### src/hw/rtl/mtt_pkg.sv
package mtt_pkg;

  // Width of the span fields carried on the token channel.
  localparam int unsigned SpanBits = 32;

  // One byte can complete at most this many tokens.
  localparam int unsigned MaxResults = 4;
  localparam int unsigned CountBits  = $clog2(MaxResults + 1);
  localparam int unsigned IdxBits    = $clog2(MaxResults);

  // Characters that steer the lexer.
  localparam logic [7:0] CharOpenBrace  = 8'h7B;
  localparam logic [7:0] CharCloseBrace = 8'h7D;
  localparam logic [7:0] CharOpenParen  = 8'h28;
  localparam logic [7:0] CharCloseParen = 8'h29;
  localparam logic [7:0] CharQuote      = 8'h22;
  localparam logic [7:0] CharBackslash  = 8'h5C;
  localparam logic [7:0] CharSlash      = 8'h2F;
  localparam logic [7:0] CharStar       = 8'h2A;
  localparam logic [7:0] CharNewline    = 8'h0A;
  localparam logic [7:0] CharSpace      = 8'h20;
  localparam logic [7:0] CharTab        = 8'h09;
  localparam logic [7:0] CharReturn     = 8'h0D;

  typedef enum logic [2:0] {
    KindOpenBrace  = 3'd0,
    KindCloseBrace = 3'd1,
    KindOpenParen  = 3'd2,
    KindCloseParen = 3'd3,
    KindString     = 3'd4,
    KindAtom       = 3'd5,
    KindEnd        = 3'd6
  } kind_e;

  typedef logic [SpanBits-1:0]  span_t;
  typedef logic [CountBits-1:0] count_t;
  typedef logic [IdxBits-1:0]   idx_t;

  typedef struct packed {
    kind_e kind;
    span_t start;
    span_t stop;
    logic  open_str;
  } tok_t;

  // All tokens completed by one byte, in order.
  typedef struct packed {
    tok_t [MaxResults-1:0] tok;
    count_t                count;
  } burst_t;

  function automatic tok_t make_tok(kind_e kind, span_t start, span_t stop, logic open_str);
    tok_t t;
    t.kind     = kind;
    t.start    = start;
    t.stop     = stop;
    t.open_str = open_str;
    return t;
  endfunction

endpackage

### src/hw/rtl/mtt_in_if.sv
interface mtt_in_if;
  logic       valid;
  logic       ready;
  logic [7:0] text_byte;
  logic       final_byte;

  modport source (output valid, output text_byte, output final_byte, input ready);
  modport sink (input valid, input text_byte, input final_byte, output ready);
endinterface

### src/hw/rtl/mtt_out_if.sv
interface mtt_out_if;
  logic        valid;
  logic        ready;
  logic [2:0]  token_kind;
  logic [31:0] span_start;
  logic [31:0] span_stop;
  logic        open_string;
  logic        run_end;

  modport source (
    output valid, output token_kind, output span_start, output span_stop,
    output open_string, output run_end, input ready
  );
  modport sink (
    input valid, input token_kind, input span_start, input span_stop,
    input open_string, input run_end, output ready
  );
endinterface

### src/hw/rtl/mtt_lexer.sv
module mtt_lexer #(
  parameter int unsigned OFFSET_BITS = 32
) (
  input  logic            clk_i,
  input  logic            rst_ni,
  input  logic            in_fire_i,
  input  logic [7:0]      text_byte_i,
  input  logic            final_byte_i,
  output mtt_pkg::burst_t burst_o
);

  typedef enum logic [2:0] {
    ModeIdle   = 3'd0,
    ModeAtom   = 3'd1,
    ModeString = 3'd2,
    ModeLine   = 3'd3,
    ModeBlock  = 3'd4
  } mode_e;

  typedef logic [OFFSET_BITS-1:0] offset_t;

  mode_e   mode_q, mode_d;
  logic    slash_q, slash_d;
  logic    esc_q, esc_d;
  logic    star_q, star_d;
  offset_t tok_begin_q, tok_begin_d;
  offset_t offset_q, offset_d;

  offset_t pos, pos_next, pos_prev;
  logic    is_space, is_bracket, is_quote, is_slash, is_star, is_bslash, is_newline;
  logic    run_atom, run_idle;
  mtt_pkg::kind_e  bracket;
  mtt_pkg::burst_t burst;

  assign pos      = offset_q;
  assign pos_next = offset_q + offset_t'(1);
  assign pos_prev = offset_q - offset_t'(1);

  // Byte classes.
  assign is_space   = (text_byte_i == mtt_pkg::CharSpace) ||
                      (text_byte_i >= mtt_pkg::CharTab && text_byte_i <= mtt_pkg::CharReturn);
  assign is_quote   = (text_byte_i == mtt_pkg::CharQuote);
  assign is_slash   = (text_byte_i == mtt_pkg::CharSlash);
  assign is_star    = (text_byte_i == mtt_pkg::CharStar);
  assign is_bslash  = (text_byte_i == mtt_pkg::CharBackslash);
  assign is_newline = (text_byte_i == mtt_pkg::CharNewline);

  always_comb begin
    is_bracket = 1'b1;
    bracket    = mtt_pkg::KindOpenBrace;
    case (text_byte_i)
      mtt_pkg::CharOpenBrace:  bracket = mtt_pkg::KindOpenBrace;
      mtt_pkg::CharCloseBrace: bracket = mtt_pkg::KindCloseBrace;
      mtt_pkg::CharOpenParen:  bracket = mtt_pkg::KindOpenParen;
      mtt_pkg::CharCloseParen: bracket = mtt_pkg::KindCloseParen;
      default:                 is_bracket = 1'b0;
    endcase
  end

  // Next lexer state and the tokens completed by the transferred byte.
  always_comb begin
    mode_d      = mode_q;
    slash_d     = slash_q;
    esc_d       = esc_q;
    star_d      = star_q;
    tok_begin_d = tok_begin_q;
    offset_d    = offset_q;
    run_atom    = 1'b0;
    run_idle    = 1'b0;
    burst       = '0;

    if (in_fire_i) begin
      case (mode_q)
        ModeAtom: begin
          if (slash_q && (is_slash || is_star)) begin
            // A comment starts: the atom ends before the slash.
            slash_d = 1'b0;
            burst.tok[mtt_pkg::idx_t'(burst.count)] = mtt_pkg::make_tok(mtt_pkg::KindAtom,
                mtt_pkg::SpanBits'(tok_begin_q), mtt_pkg::SpanBits'(pos_prev), 1'b0);
            burst.count = burst.count + mtt_pkg::count_t'(1);
            mode_d = is_slash ? ModeLine : ModeBlock;
            star_d = 1'b0;
          end else begin
            slash_d  = 1'b0;
            run_atom = 1'b1;
          end
        end
        ModeString: begin
          if (esc_q) begin
            esc_d = 1'b0;
          end else if (is_bslash) begin
            esc_d = 1'b1;
          end else if (is_quote) begin
            burst.tok[mtt_pkg::idx_t'(burst.count)] = mtt_pkg::make_tok(mtt_pkg::KindString,
                mtt_pkg::SpanBits'(tok_begin_q), mtt_pkg::SpanBits'(pos_next), 1'b0);
            burst.count = burst.count + mtt_pkg::count_t'(1);
            mode_d = ModeIdle;
          end
        end
        ModeLine: begin
          if (is_newline) begin
            mode_d = ModeIdle;
          end
        end
        ModeBlock: begin
          if (star_q && is_slash) begin
            star_d = 1'b0;
            mode_d = ModeIdle;
          end else if (final_byte_i) begin
            // Unterminated comment: its last byte is lexed between tokens.
            star_d   = 1'b0;
            mode_d   = ModeIdle;
            run_idle = 1'b1;
          end else begin
            star_d = is_star;
          end
        end
        default: begin
          mode_d = ModeIdle;
          if (slash_q) begin
            slash_d = 1'b0;
            if (is_slash) begin
              mode_d = ModeLine;
            end else if (is_star) begin
              mode_d = ModeBlock;
              star_d = 1'b0;
            end else begin
              // The pending slash opens an atom.
              mode_d   = ModeAtom;
              run_atom = 1'b1;
            end
          end else begin
            run_idle = 1'b1;
          end
        end
      endcase

      // A byte that arrives inside an atom.
      if (run_atom) begin
        if (is_space || is_bracket || is_quote) begin
          burst.tok[mtt_pkg::idx_t'(burst.count)] = mtt_pkg::make_tok(mtt_pkg::KindAtom,
              mtt_pkg::SpanBits'(tok_begin_q), mtt_pkg::SpanBits'(pos), 1'b0);
          burst.count = burst.count + mtt_pkg::count_t'(1);
          mode_d = ModeIdle;
        end
        if (is_bracket) begin
          burst.tok[mtt_pkg::idx_t'(burst.count)] = mtt_pkg::make_tok(bracket,
              mtt_pkg::SpanBits'(pos), mtt_pkg::SpanBits'(pos_next), 1'b0);
          burst.count = burst.count + mtt_pkg::count_t'(1);
        end else if (is_quote) begin
          mode_d      = ModeString;
          tok_begin_d = pos;
          esc_d       = 1'b0;
        end else if (is_slash && !final_byte_i) begin
          slash_d = 1'b1;
        end
      end

      // A byte that arrives between tokens.
      if (run_idle && !is_space) begin
        if (is_bracket) begin
          burst.tok[mtt_pkg::idx_t'(burst.count)] = mtt_pkg::make_tok(bracket,
              mtt_pkg::SpanBits'(pos), mtt_pkg::SpanBits'(pos_next), 1'b0);
          burst.count = burst.count + mtt_pkg::count_t'(1);
        end else if (is_quote) begin
          mode_d      = ModeString;
          tok_begin_d = pos;
          esc_d       = 1'b0;
        end else if (is_slash && !final_byte_i) begin
          slash_d     = 1'b1;
          tok_begin_d = pos;
        end else begin
          mode_d      = ModeAtom;
          tok_begin_d = pos;
        end
      end

      // The last byte closes any open token, adds the end token and restarts the text.
      if (final_byte_i) begin
        if (mode_d == ModeString) begin
          burst.tok[mtt_pkg::idx_t'(burst.count)] = mtt_pkg::make_tok(mtt_pkg::KindString,
              mtt_pkg::SpanBits'(tok_begin_d), mtt_pkg::SpanBits'(pos_next), 1'b1);
          burst.count = burst.count + mtt_pkg::count_t'(1);
        end else if (mode_d == ModeAtom) begin
          burst.tok[mtt_pkg::idx_t'(burst.count)] = mtt_pkg::make_tok(mtt_pkg::KindAtom,
              mtt_pkg::SpanBits'(tok_begin_d), mtt_pkg::SpanBits'(pos_next), 1'b0);
          burst.count = burst.count + mtt_pkg::count_t'(1);
        end
        burst.tok[mtt_pkg::idx_t'(burst.count)] = mtt_pkg::make_tok(mtt_pkg::KindEnd,
            mtt_pkg::SpanBits'(pos_next), mtt_pkg::SpanBits'(pos_next), 1'b0);
        burst.count = burst.count + mtt_pkg::count_t'(1);
        mode_d      = ModeIdle;
        slash_d     = 1'b0;
        esc_d       = 1'b0;
        star_d      = 1'b0;
        tok_begin_d = '0;
        offset_d    = '0;
      end else begin
        offset_d = pos_next;
      end
    end
  end

  assign burst_o = burst;

  // Lexer state registers.
  always_ff @(posedge clk_i or negedge rst_ni) begin
    if (!rst_ni) begin
      mode_q      <= ModeIdle;
      slash_q     <= 1'b0;
      esc_q       <= 1'b0;
      star_q      <= 1'b0;
      tok_begin_q <= '0;
      offset_q    <= '0;
    end else begin
      mode_q      <= mode_d;
      slash_q     <= slash_d;
      esc_q       <= esc_d;
      star_q      <= star_d;
      tok_begin_q <= tok_begin_d;
      offset_q    <= offset_d;
    end
  end

  // The last byte of a text leaves the lexer as after reset.
  assert property (@(posedge clk_i) disable iff (!rst_ni)
    in_fire_i && final_byte_i |=> mode_q == ModeIdle && !slash_q && offset_q == '0)
    else $error("lexer state not cleared after the last byte");

  // An escape can only be pending inside a string.
  assert property (@(posedge clk_i) disable iff (!rst_ni)
    esc_q |-> mode_q == ModeString)
    else $error("escape pending outside a string");

  // The star flag belongs to block comments only.
  assert property (@(posedge clk_i) disable iff (!rst_ni)
    star_q |-> mode_q == ModeBlock)
    else $error("star flag set outside a block comment");

endmodule

### src/hw/rtl/map_text_tokenizer.sv
// Streaming lexer for map text.
// The text channel (text_i) transfers one byte per cycle together with a flag
// that marks the last byte of a text. The token channel (token_o) transfers one
// token per cycle: its kind, its byte-offset span, a flag for a string cut off
// by the end of the text, and run_end on the last token that a byte produced.
// A byte is lexed in the cycle of its transfer; the tokens it completes are
// offered from the next cycle on.
// Throughput is one byte per cycle while each byte completes at most one token
// and the receiver is ready. A byte that completes several tokens (at most three,
// e.g. an atom, a bracket and the end token) holds off the text channel until its
// last token transfers, as the token register drains one token per ready cycle.
// The text channel is ready whenever the token register is empty or its last
// token transfers in that cycle. A stalled receiver therefore stops input after
// at most one pending byte.
// Reset clears the lexer state and the byte offset and leaves the token channel
// empty. After the end token the next byte starts a new text at offset zero.
module map_text_tokenizer #(
  parameter int unsigned OFFSET_BITS = 32
) (
  input  logic      clk_i,
  input  logic      rst_ni,
  mtt_in_if.sink    text_i,
  mtt_out_if.source token_o
);

  mtt_pkg::burst_t lex_burst;
  mtt_pkg::tok_t [mtt_pkg::MaxResults-1:0] toks_q, toks_d;
  mtt_pkg::count_t count_q, count_d;
  mtt_pkg::idx_t   idx_q, idx_d;
  mtt_pkg::tok_t   cur;
  logic last, in_ready, in_fire, out_fire;

  // Ready follows the drain of the token register.
  assign last     = (mtt_pkg::count_t'(idx_q) + mtt_pkg::count_t'(1)) == count_q;
  assign in_ready = (count_q == '0) || (token_o.ready && last);
  assign in_fire  = text_i.valid && in_ready;
  assign out_fire = token_o.valid && token_o.ready;

  assign text_i.ready = in_ready;

  mtt_lexer #(
    .OFFSET_BITS (OFFSET_BITS)
  ) u_lexer (
    .clk_i        (clk_i),
    .rst_ni       (rst_ni),
    .in_fire_i    (in_fire),
    .text_byte_i  (text_i.text_byte),
    .final_byte_i (text_i.final_byte),
    .burst_o      (lex_burst)
  );

  // Token register: loads a byte's tokens and hands them out one per transfer.
  always_comb begin
    toks_d  = toks_q;
    count_d = count_q;
    idx_d   = idx_q;
    if (out_fire) begin
      if (last) begin
        count_d = '0;
        idx_d   = '0;
      end else begin
        idx_d = idx_q + mtt_pkg::idx_t'(1);
      end
    end
    if (in_fire && lex_burst.count != '0) begin
      toks_d  = lex_burst.tok;
      count_d = lex_burst.count;
      idx_d   = '0;
    end
  end

  always_ff @(posedge clk_i or negedge rst_ni) begin
    if (!rst_ni) begin
      count_q <= '0;
      idx_q   <= '0;
    end else begin
      count_q <= count_d;
      idx_q   <= idx_d;
    end
  end

  always_ff @(posedge clk_i) begin
    toks_q <= toks_d;
  end

  // Present the current token.
  assign cur                 = toks_q[idx_q];
  assign token_o.valid       = (count_q != '0);
  assign token_o.token_kind  = cur.kind;
  assign token_o.span_start  = cur.start;
  assign token_o.span_stop   = cur.stop;
  assign token_o.open_string = cur.open_str;
  assign token_o.run_end     = last;

  // The last byte of a text always yields an end token as its final result.
  assert property (@(posedge clk_i) disable iff (!rst_ni)
    text_i.valid && text_i.ready && text_i.final_byte |=>
      token_o.valid &&
      toks_q[mtt_pkg::idx_t'(count_q - mtt_pkg::count_t'(1))].kind == mtt_pkg::KindEnd)
    else $error("last byte did not produce an end token");

  // Only string tokens can be flagged as unterminated.
  assert property (@(posedge clk_i) disable iff (!rst_ni)
    token_o.valid && token_o.open_string |-> token_o.token_kind == mtt_pkg::KindString)
    else $error("open string flag on a token that is not a string");

  // A byte never completes more tokens than the register holds.
  assert property (@(posedge clk_i) disable iff (!rst_ni)
    count_q < mtt_pkg::count_t'(mtt_pkg::MaxResults) && idx_q < count_q || count_q == '0)
    else $error("token register count out of range");

endmodule
### src/flat_wrapper.sv
// flat-port wrapper written by rule: the top's interface ports become plain ports
module map_text_tokenizer_flat 
#(
  parameter int unsigned OFFSET_BITS = 32
)
  (clk_i, rst_ni, text_i_valid, text_i_text_byte, text_i_final_byte, text_i_ready, token_o_valid, token_o_token_kind, token_o_span_start, token_o_span_stop, token_o_open_string, token_o_run_end, token_o_ready);
  mtt_in_if text_i_i ();
  mtt_out_if token_o_i ();
  input  logic clk_i;
  input  logic rst_ni;
  input wire logic [$bits(text_i_i.valid)-1:0] text_i_valid;
  input wire logic [$bits(text_i_i.text_byte)-1:0] text_i_text_byte;
  input wire logic [$bits(text_i_i.final_byte)-1:0] text_i_final_byte;
  output wire logic [$bits(text_i_i.ready)-1:0] text_i_ready;
  output wire logic [$bits(token_o_i.valid)-1:0] token_o_valid;
  output wire logic [$bits(token_o_i.token_kind)-1:0] token_o_token_kind;
  output wire logic [$bits(token_o_i.span_start)-1:0] token_o_span_start;
  output wire logic [$bits(token_o_i.span_stop)-1:0] token_o_span_stop;
  output wire logic [$bits(token_o_i.open_string)-1:0] token_o_open_string;
  output wire logic [$bits(token_o_i.run_end)-1:0] token_o_run_end;
  input wire logic [$bits(token_o_i.ready)-1:0] token_o_ready;
  assign text_i_i.valid = text_i_valid;
  assign text_i_i.text_byte = text_i_text_byte;
  assign text_i_i.final_byte = text_i_final_byte;
  assign text_i_ready = text_i_i.ready;
  assign token_o_valid = token_o_i.valid;
  assign token_o_token_kind = token_o_i.token_kind;
  assign token_o_span_start = token_o_i.span_start;
  assign token_o_span_stop = token_o_i.span_stop;
  assign token_o_open_string = token_o_i.open_string;
  assign token_o_run_end = token_o_i.run_end;
  assign token_o_i.ready = token_o_ready;
  map_text_tokenizer #(.OFFSET_BITS(OFFSET_BITS)) u_core (.clk_i(clk_i), .rst_ni(rst_ni), .text_i(text_i_i), .token_o(token_o_i));
endmodule
### config.mk
export PLATFORM = sky130hd
export DESIGN_NAME = map_text_tokenizer_flat
export DESIGN_NICKNAME = d
export VERILOG_FILES = /design/src/hw/rtl/mtt_pkg.sv /design/src/hw/rtl/mtt_in_if.sv /design/src/hw/rtl/mtt_out_if.sv /design/src/hw/rtl/mtt_lexer.sv /design/src/hw/rtl/map_text_tokenizer.sv /design/src/flat_wrapper.sv
export SDC_FILE = /design/constraint.sdc
export NUM_CORES = 1
export LEC_CHECK = 0
export ABC_AREA = 1
export BUFFER_PORTS_ARGS = -buffer_cell sky130_fd_sc_hd__buf_2
export CORE_MARGIN = 3
export CORE_UTILIZATION = 30
export DETAILED_ROUTE_END_ITERATION = 6
export PLACE_DENSITY = 0.41
export SYNTH_ARGS = -nofsm -noshare
export SYNTH_HDL_FRONTEND = slang
export SYNTH_SLANG_ARGS = --single-unit
### constraint.sdc
create_clock -name clk_i -period 11.6 [get_ports clk_i]
set_clock_uncertainty 0.15 [all_clocks]
set_input_delay 1.74 -clock clk_i [delete_from_list [all_inputs] [get_ports clk_i]]
set_output_delay 1.74 -clock clk_i [all_outputs]
set_load 0.05 [all_outputs]
# Word level (Yosys, flattened, before mapping)

Cells that the tools add are included.

Flip-flop bits (word level): 347
Output and inout bits: 71
Word-level logic and storage cells: 215

Add/sub/neg operators: 9
Order comparisons: 13
Equality and inequality tests: 20
Multiplexer cells: 115
Reductions and logical operators: 34

Operators by type and width:

| operator                | number |
|---|---|
| $mux W275               | 14 |
| $bwmux W272             | 6 |
| $demux W68 S2           | 5 |
| $mux W68                | 6 |
| $mux W71                | 5 |
| $mux W32                | 8 |
| $pmux W71 S2            | 1 |
| $bmux W68 S2            | 1 |
| $mux W3                 | 25 |
| $eq A8 B6 Y1 const B    | 6 |
| $mux W1                 | 36 |
| $add A32 B1 Y32 const B | 1 |
| $sub A32 B1 Y32 const B | 1 |
| $eq A8 B7 Y1 const B    | 3 |
| $lt A2 B3 Y1 const B    | 6 |
| $add A3 B1 Y3 const B   | 5 |
| $logic_and A1 B1 Y1     | 14 |
| $pmux W3 S4             | 1 |
| $ge A2 B1 Y1 const B    | 5 |
| $eq A3 B2 Y1 const B    | 3 |
| $eq A8 B4 Y1 const B    | 1 |
| $ge A8 B4 Y1 const B    | 1 |
| $le A8 B4 Y1 const B    | 1 |
| $reduce_bool A4 Y1      | 2 |
| other kinds (22)        | 34 |

# Logic depth before layout (Yosys ltp)

Gate-level depths: netlist of run 1.

Depth in word-level cells: 50
Mapped depth: 34
Gate-level depth less buffers: 34

# By module

From an unflattened synthesis of run 1, not the netlist that was laid out.

Cells, all modules: 3,177
Area, all modules: 23,490.0 sq um

Modules (own cells, without submodules):

| module             | instances | cells each | area each (sq um) | seq. area each (sq um) |
|---|---|---|---|---|
| mtt_lexer          | 1         | 2,473      | 13,117.6          | 1,751.7 |
| map_text_tokenizer | 1         | 704        | 10,372.4          | 8,293.0 |

# Least setup slack after synthesis of run 1

Ideal clock, no wire load.

Kind: input to register
From: in text_i_text_byte[7]
To: reg u_core.toks_q[0] (netlist name), enable pin
Arrival time: 8,600 ps
Data required time: 10,929 ps
Setup slack: 2,329 ps
Cell stages on the path: 30
Cells stage by stage: inv_1 -> nand2_1 -> nor2_4 -> nand2_1 -> nand2_1 -> nand2_2 -> inv_1 -> nand2_1 -> nand2_1 -> inv_1 -> ha_1 -> nand2_2 -> nand2_1 -> a21oi_1 -> inv_1 -> ha_1 -> nor2_1 -> nor2_1 -> inv_1 -> ha_1 -> inv_1 -> nand2_1 -> o21ai_0 -> inv_1 -> ha_1 -> nand2_1 -> nand2_4 -> nand3_2 -> nand3_2 -> nand2_2

Word-level cells in the longest chain between the ends: 28
Elaborated cells on any way between the ends: 83
Those cells by class: 5 x add/sub; 2 x order compare; 12 x eq/ne; 51 x mux; 13 x reduce/logical

RTL lines:

| element                                                | RTL line                                          | text |
|---|---|---|
| start: declaration                                     | flat_wrapper.sv:12                                | `input wire logic [$bits(text_i_i.text_byte)-1:0] text_i_text_byte;` |
| $eq A8 B6 Y1 (on tied branches)                        | mtt_lexer.sv:42, mtt_lexer.sv:43, mtt_lexer.sv:44 |  |
| $mux W71 / $logic_or A1 B1 Y1 (equally long branches)  | mtt_lexer.sv:93, mtt_lexer.sv:75                  |  |
| $mux W71 / $logic_and A1 B1 Y1 (equally long branches) | mtt_lexer.sv:91, mtt_lexer.sv:75                  |  |
| $mux W71 (on tied branches)                            | mtt_lexer.sv:89, mtt_lexer.sv:75                  |  |
| $pmux W71 S2                                           | mtt_lexer.sv:73                                   | `case (mode_q)` |
| $mux W71                                               | mtt_lexer.sv:72                                   | `if (in_fire_i) begin` |
| $add A3 B1 Y3                                          | mtt_lexer.sv:143                                  | `burst.count = burst.count + mtt_pkg::count_t'(1);` |
| $mux W275                                              | mtt_lexer.sv:140                                  | `if (is_space \|\| is_bracket \|\| is_quote) begin` |
| [... 12 more ...]                                      | --                                                |  |
| $mux W275                                              | mtt_lexer.sv:180                                  | `if (mode_d == ModeString) begin` |
| $mux W275                                              | mtt_lexer.sv:179                                  | `if (final_byte_i) begin` |
| $mux W275                                              | mtt_lexer.sv:72                                   |  |
| $add A3 B1 Y3                                          | mtt_lexer.sv:191                                  | `burst.count = burst.count + mtt_pkg::count_t'(1);` |
| $mux W275 (*)                                          | mtt_lexer.sv:179                                  |  |
| $mux W3 (*)                                            | mtt_lexer.sv:72                                   |  |
| $reduce_bool A3 Y1 (*)                                 | map_text_tokenizer.sv:65                          | `if (in_fire && lex_burst.count != '0) begin` |
| $logic_and A1 B1 Y1 (*)                                | map_text_tokenizer.sv:65                          |  |
| end signal: assignment                                 | map_text_tokenizer.sv:83                          | `toks_q <= toks_d;` |
| end: declaration                                       | map_text_tokenizer.sv:27                          | `mtt_pkg::tok_t [mtt_pkg::MaxResults-1:0] toks_q, toks_d;` |

Every way passes the cells marked *; elsewhere a longest branch is shown, timed or not. The select of a mux whose other input is x is not followed.
A chain may end at the register's enable or synchronous reset.

# Worst setup path after layout of run 1

From: in text_i_text_byte[4]
To: reg u_core.toks_q[60] (netlist name), enable pin

The elaborated chain is that of the path after synthesis.

==> out/metrics.csv, run 1 <==
metric,value,unit
status,"complete, no violations",
p_switching,3.80,mW
clk_path_buf_depth,3,
synthArstFlopShare,0.216,
final_hold_viol_count,0,
die_w,274,um
synth_edf_count,272,
maxCapViolCount,0,
syn_inst,2679,
final_nets,2691,
crit_path_max_incr_delay,0.67,ns
timing.fmax,125,MHz
die_y,274,um
port_buffers,83,
critPathCaptureType,register,
synthFlopType,edfxtp_1,
place_hpwl,75.5,mm
slew_violations,0,
die-area,0.0752,mm^2
area_growth,12.6,%
n_fill_cell,7476,
drt_first_pass_iters,6,
power.share.sequential,0.293,
drt_iter0_drc,2841,
first_global_vias,20700,
clock-sinks,347,
ctsResizeCount,0,
overflow,0,
cts_tree,yes,
fin_tns_setup,0,ns
required,11.69,ns
insertion_delay,0.59,ns
antenna_found_initial,5,
grt_pass1_wl,157,mm
p_int,3.47,mW
finalCritPeriodShare,0.691,
antenna_left,0,
viasPerCell,6.03,
vias,21900,
wl_per_cell,30.5,um
post-route-drc-count,0,
h-tree-depth,2,
syn_avg_cell_area,8.06,um^2
clk_pin_slew,0.05,ns
rsz0062_at_grt,no,
numCtsBuffers,43,
yosysUniqueCellTypes,62,
post-cts-setup-buffers,0,
num_rows,97,
start_kind,input port,
p_leak,8.97,nW
pwr_density_cell,299,mW/mm^2
setup_viol,0,
ioPinCount,84,
tightest_slew,1.41,ns
cp_max_fo,83,
start_util,0.306,
routed_wl,111,mm
crit_arrival,8.10,ns
grt_max_degree,84,
p_sw_frac,0.523,
regArea,0.0100,mm^2
core-area,0.0706,mm^2
synth_seq_cells,347,
combPwrFrac,0.510,
hold_path.class,reg2reg,
holdBufCountCts,0,
worst_path_most_repeated_cell,nand2_1,
syn_nets,2710,
path_class,in2reg,
grt_use_total,0.289,
crit_slowest_cell,nand2_8,
gp_congestion,0.984,
max-vdd-ir-drop,0.155,mV
multiInputGateArea,0.00990,mm^2
max-slew-margin-rel,0.0590,
fin_crit,8.02,ns
synth_area,0.0216,mm^2
ys_seq_area_frac,0.465,
post-place-cells,3555,
drive_gt1_frac,0.109,
p_clk_frac,0.197,
stdcell_count,3636,
synth_warnings,0,
clock-root-buffer,clkbuf_16,
worst max-delay path, delay by kind of cell:
family | cells | cell delay [ns]
buffers and inverters | 11 | 1.94
and+or+nand+nor | 17 | 2.72
adders and majority gates | 4 | 1.10
AOI/OAI and AO/OA | 2 | 0.46
worst paths after layout:
check / startpoint / end / slack (ns) / depth (start not counted)
worst max-delay path: text_i_text_byte[4] / u_core.toks_q[60] / 3.58 / 34
worst min-delay path: u_core.u_lexer.star_q / u_core.u_lexer.star_q / 0.35 / 2
worst max register to register: u_core.u_lexer.mode_q[2] / u_core.toks_q[60] / 4.67 / 29
worst min register to register: u_core.u_lexer.star_q / u_core.u_lexer.star_q / 0.35 / 2
max in group asynchronous: rst_ni / u_core.u_lexer.tok_begin_q[17] / 9.17 / 2
min in group asynchronous: rst_ni / u_core.u_lexer.tok_begin_q[2] / 0.99 / 1
flip-flops by register name, indices dropped and copies added (netlist names):
register	flops
u_core.u_lexer.offset_q	32
u_core.u_lexer.star_q	1
u_core.u_lexer.mode_q	3
u_core.idx_q	2
u_core.count_q	3
u_core.toks_q	272
u_core.u_lexer.esc_q	1
u_core.u_lexer.slash_q	1
u_core.u_lexer.tok_begin_q	32
cells in the final DEF (no fill, tap or decap), types with 8 or more instances in the layout:
cell and instances:
clkinv_2 8, a31oi_1 36, buf_2 82, a21oi_1 91, nand4_1 41, nand2_1 413, nand2_2 17, inv_2 20
o211ai_1 21, ha_1 18, nor4_1 10, nor3_1 38, xor2_1 19, nand3_1 96, o22ai_1 250, o221ai_1 35
a211oi_1 10, clkbuf_16 44, inv_1 203, o21ai_1 18, nand2_4 9, o32ai_1 11, nor2_1 362, edfxtp_1 272
buf_4 49, dfrtp_1 73, o21ai_0 315, a22oi_1 19, clkinv_1 13
synth_stat cells (7+ instances only):
cell	number	area (um^2)
nand4_1	41	257
nand3_1	96	480
clkbuf_1	149	559
xor2_1	19	166
nand2_4	8	90.1
nand2_1	418	1570
o221ai_1	35	307
dfrtp_1	75	1880
nand2_2	14	87.6
a21oi_1	91	455
nor3_1	38	190
buf_2	29	145
o22ai_1	250	1560
ha_1	18	225
o32ai_1	11	96.3
a31oi_1	36	225
o211ai_1	21	158
a22oi_1	19	143
o21ai_1	18	90.1
inv_2	19	71.3
nor4_1	10	62.6
a211oi_1	10	75.1
edfxtp_1	272	8170
nand3_2	7	70.1
clkinv_1	9	33.8
inv_1	205	769
o21ai_0	315	1580
buf_1	10	37.5
nor2_1	365	1370
power groups by stage:
stage	clock (mW)	sequential (mW)	combinational, mW
3_3_place_gp	0	2.15	3.64
5_1_grt	1.51	2.17	3.89
3_5_place_dp	0	2.15	3.65
6_report	1.43	2.13	3.71
2_1_floorplan	0	2.15	2.31
4_1_cts	1.46	2.13	3.65
logic make-up (layout without fill, tap and decap cells):
family,Yosys count,count (layout),synth area share
other,0,1,0
AO/OA/AOI/OAI,840,840,0.232
buffers and inverters,432,448,0.0790
flip-flops,347,347,0.465
AND/OR/NAND/NOR,1020,1020,0.204
adder cells (fa/ha/maj),18,18,0.0104
XOR/XNOR,22,22,0.00892
routing by layer:
metal  part of all wire  global-route usage  wire length [um]
met1               0.44               0.415             48900
met2               0.43               0.431             47200
met3              0.096              0.0624             10600
met4              0.036              0.0947              3950
met5            0.00012                   0                13
layout make-up:
cell class / instances / share of cell area
multi-input cells: 1900 / 0.407
clock buffers: 57 / 0.0497
repair buffers: 134 / 0.0345
flip-flops and latches: 347 / 0.413
inverters: 234 / 0.0364
diodes: 1 / 0.000103
well taps: 940 / 0.0483
clock inverters: 23 / 0.0107
per-stage QoR:
step | setup slack (ns) | util | hold slack [ns] | power (mW) | area (um^2)
floorplan | 2.33 | - | 0.302 | 4.46 | 21600
global placement | 3.23 | 0.324 | 0.358 | 5.79 | 22900
detailed placement | 3.11 | 0.324 | 0.337 | 5.80 | 22900
CTS | 3.72 | 0.344 | 0.357 | 7.24 | 24300
global route | 3.08 | 0.344 | 0.386 | 7.57 | 24300
finish | 3.58 | 0.344 | 0.350 | 7.27 | 24300
No activity file was read; power rests on OpenSTA's default activity.
==> run 2, diff against run 1 <==
==> constraint.sdc (replaced) <==
create_clock -name clk_i -period 7.7 [get_ports clk_i]
set_clock_uncertainty 0.15 [all_clocks]
set_input_delay 1.155 -clock clk_i [delete_from_list [all_inputs] [get_ports clk_i]]
set_output_delay 1.155 -clock clk_i [all_outputs]
set_load 0.05 [all_outputs]
==> out/metrics.csv, run 2 (synthesized netlist as in run 1, its figures left out) <==
metric,value,unit,change
reg2reg_from,u_core.u_lexer.mode_q[2],,
post-cts-setup-buffers,0,,unchanged
maxCapViolCount,0,,unchanged
area_growth,12.8,%,
place_hpwl,75.6,mm,+0.19%
routed_wl,110,mm,-0.65%
numCtsBuffers,41,,-4.7%
die_w,274,um,unchanged
stdcell_count,3661,,+0.69%
fin_tns_setup,0,ns,unchanged
fin_crit,6.85,ns,
cp_max_fo,32,,-61%
reg_top3,"u_core.toks_q (272), u_core.u_lexer.offset_q (32), u_core.u_lexer.tok_begin_q (32)",,
tightest_slew,1.07,ns,-0.334 ns
finalPower,10.7,mW,+48%
insertion_delay,0.58,ns,about the same
n_fill_cell,7442,,-0.45%
critPathBufInv,10,,-1
largest-register,u_core.toks_q,,
first_global_vias,21100,,+1.9%
ioPinCount,84,,unchanged
cts_tree,yes,,
viasPerCell,5.97,,-0.97%
min_from,u_core.u_lexer.star_q,,
wl_per_cell,30.1,um,-1.3%
grt_use_total,0.288,,-0.000794
drive_gt1_frac,0.112,,+0.00341
place_area,0.0231,mm^2,+1.1%
final_hold_viol_count,0,,unchanged
final_nets,2718,,+1.0%
path_delay_family,simple AND/OR/NAND/NOR gates,,
port_buffers,83,,unchanged
grt_pass1_wl,157,mm,about the same
clk_path_buf_depth,3,,unchanged
drt_iter0_drc,2659,,-6.4%
overflow,0,,unchanged
path_class,in2reg,,
antenna_found_initial,10,,+5
regArea,0.0100,mm^2,unchanged
gp_congestion,1.00,,+2.0%
layout_common_cells,"416 x nand2_1, 363 x nor2_1, 315 x o21ai_0",,
die-area,0.0752,mm^2,unchanged
h-tree-depth,2,,unchanged
post-route-drc-count,0,,unchanged
rsz0062_at_grt,no,,
critPathCaptureType,register,,
timing.fmax,146,MHz,
setup_ws,0.849,ns,-2.73 ns
clock-sinks,347,,unchanged
start_util,0.306,,unchanged
antenna_left,0,,unchanged
largest_reg_flops,272,,unchanged
p_sw_frac,0.525,,+0.00201
num_rows,97,,unchanged
stdcell_area,0.0244,mm^2,+0.10%
crit_path_max_incr_delay,0.76,ns,+0.09 ns
max-vdd-ir-drop,0.229,mV,+48%
combPwrFrac,0.527,,+0.017
crit_arrival,6.98,ns,-1.12 ns
final_common_cell,nand2_1,,
drt_first_pass_iters,6,,unchanged
required,7.83,ns,-3.86 ns
worstSetupStartpoint,text_i_text_byte[7],,
finalCritPeriodShare,0.890,,
p_clk_frac,0.175,,-0.022
ctsResizeCount,0,,unchanged
grt_max_degree,83,,-1.2%
crit_slowest_cell,o21ai_0,,
worst_path_most_repeated_cell,inv_1,,
start_kind,input port,,
power.share.sequential,0.297,,+0.004
status,"complete, no violations",,
vias,21900,,-0.29%
post-place-cells,3584,,+0.82%
clock-root-buffer,clkbuf_16,,
core-area,0.0706,mm^2,unchanged
place_ws,0.414,ns,-2.69 ns
fin_util,0.345,,+0.000354
hold_path.class,reg2reg,,
holdBufCountCts,0,,unchanged
slew_violations,0,,unchanged
max-slew-margin-rel,0.281,,+0.222
hold_ws,0.368,ns,+0.0179 ns
p_int,5.11,mW,+47%
p_switching,5.63,mW,+48%
die_y,274,um,unchanged
setup_viol,0,,unchanged
pwr_density_cell,441,mW/mm^2,+48%
multiInputGateArea,0.00990,mm^2,about the same
p_leak,9.02,nW,+0.58%
clk_pin_slew,0.06,ns,about the same
-- run 2: cell count changes in the layout (fill, tap and decap cells not counted), moves of 2 or more --
cell	change
clkbuf_1	+7
buf_4	+27
nand2_2	-3
nand2_1	+3
clkbuf_8	-5
clkinvlp_4	-3
clkinv_1	+3
bufinv_16	-4
buf_12	+2
-- run 2: metal layers --
layer | up-vias | global-route usage | wire [um]
met5 | - | 0 | 86
met4 | 12 | 0.125 | 5080
met3 | 284 | 0.0665 | 10800
met2 | 1294 | 0.426 | 46700
met1 | 10700 | 0.402 | 47300
li1 | 9559 | - | -
-- run 2: worst reg2reg max path, stage by stage, from the launching register on --
cell and delay [ns]:
dfrtp_1 0.39, inv_1 0.09, nand2_1 0.10, nor2_1 0.24
nand2_1 0.13, nand2_1 0.31, inv_1 0.18, ha_1 0.22
nand2_2 0.17, nand2_1 0.10, a21oi_1 0.33, inv_1 0.13
ha_1 0.30, nor2_1 0.04, nor2_1 0.25, inv_1 0.13
ha_1 0.31, inv_1 0.05, nand2_1 0.04, o21ai_0 0.17
inv_1 0.12, ha_1 0.39, o21ai_0 0.76, inv_1 0.22
a21oi_4 0.16, buf_4 0.46, nor2_1 0.13
-- run 2: worst paths after layout --
path                                                        to  slack, ns  depth (start not counted)
worst max register to register              u_core.toks_q[168]       1.33                         26
max in group asynchronous       u_core.u_lexer.tok_begin_q[18]       5.84                          2
min in group asynchronous        u_core.u_lexer.tok_begin_q[2]       0.42                          1
worst max-delay path                        u_core.toks_q[168]       0.85                         31
worst min-delay path                     u_core.u_lexer.star_q       0.37                          2
worst min register to register           u_core.u_lexer.star_q       0.37                          2
-- run 2: final cells by class --
| cell class | count | area share |
|---|---|---|
| diodes | 1 | 0.000103 |
| well taps | 940 | 0.0483 |
| clock buffers | 58 | 0.0469 |
| flip-flops and latches | 347 | 0.413 |
| multi-input cells | 1900 | 0.407 |
| repair buffers | 163 | 0.0444 |
| inverters | 234 | 0.0363 |
| clock inverters | 18 | 0.00462 |
-- run 2: power by group through the flow --
stage / combinational, mW / sequential, mW / clock, mW
final: 5.66 / 3.19 / 1.88
after detailed placement: 5.58 / 3.23 / 0
after global routing: 5.95 / 3.26 / 2.00
after CTS: 5.59 / 3.19 / 1.92
after global placement: 5.56 / 3.21 / 0
after floorplan: 3.48 / 3.17 / 0
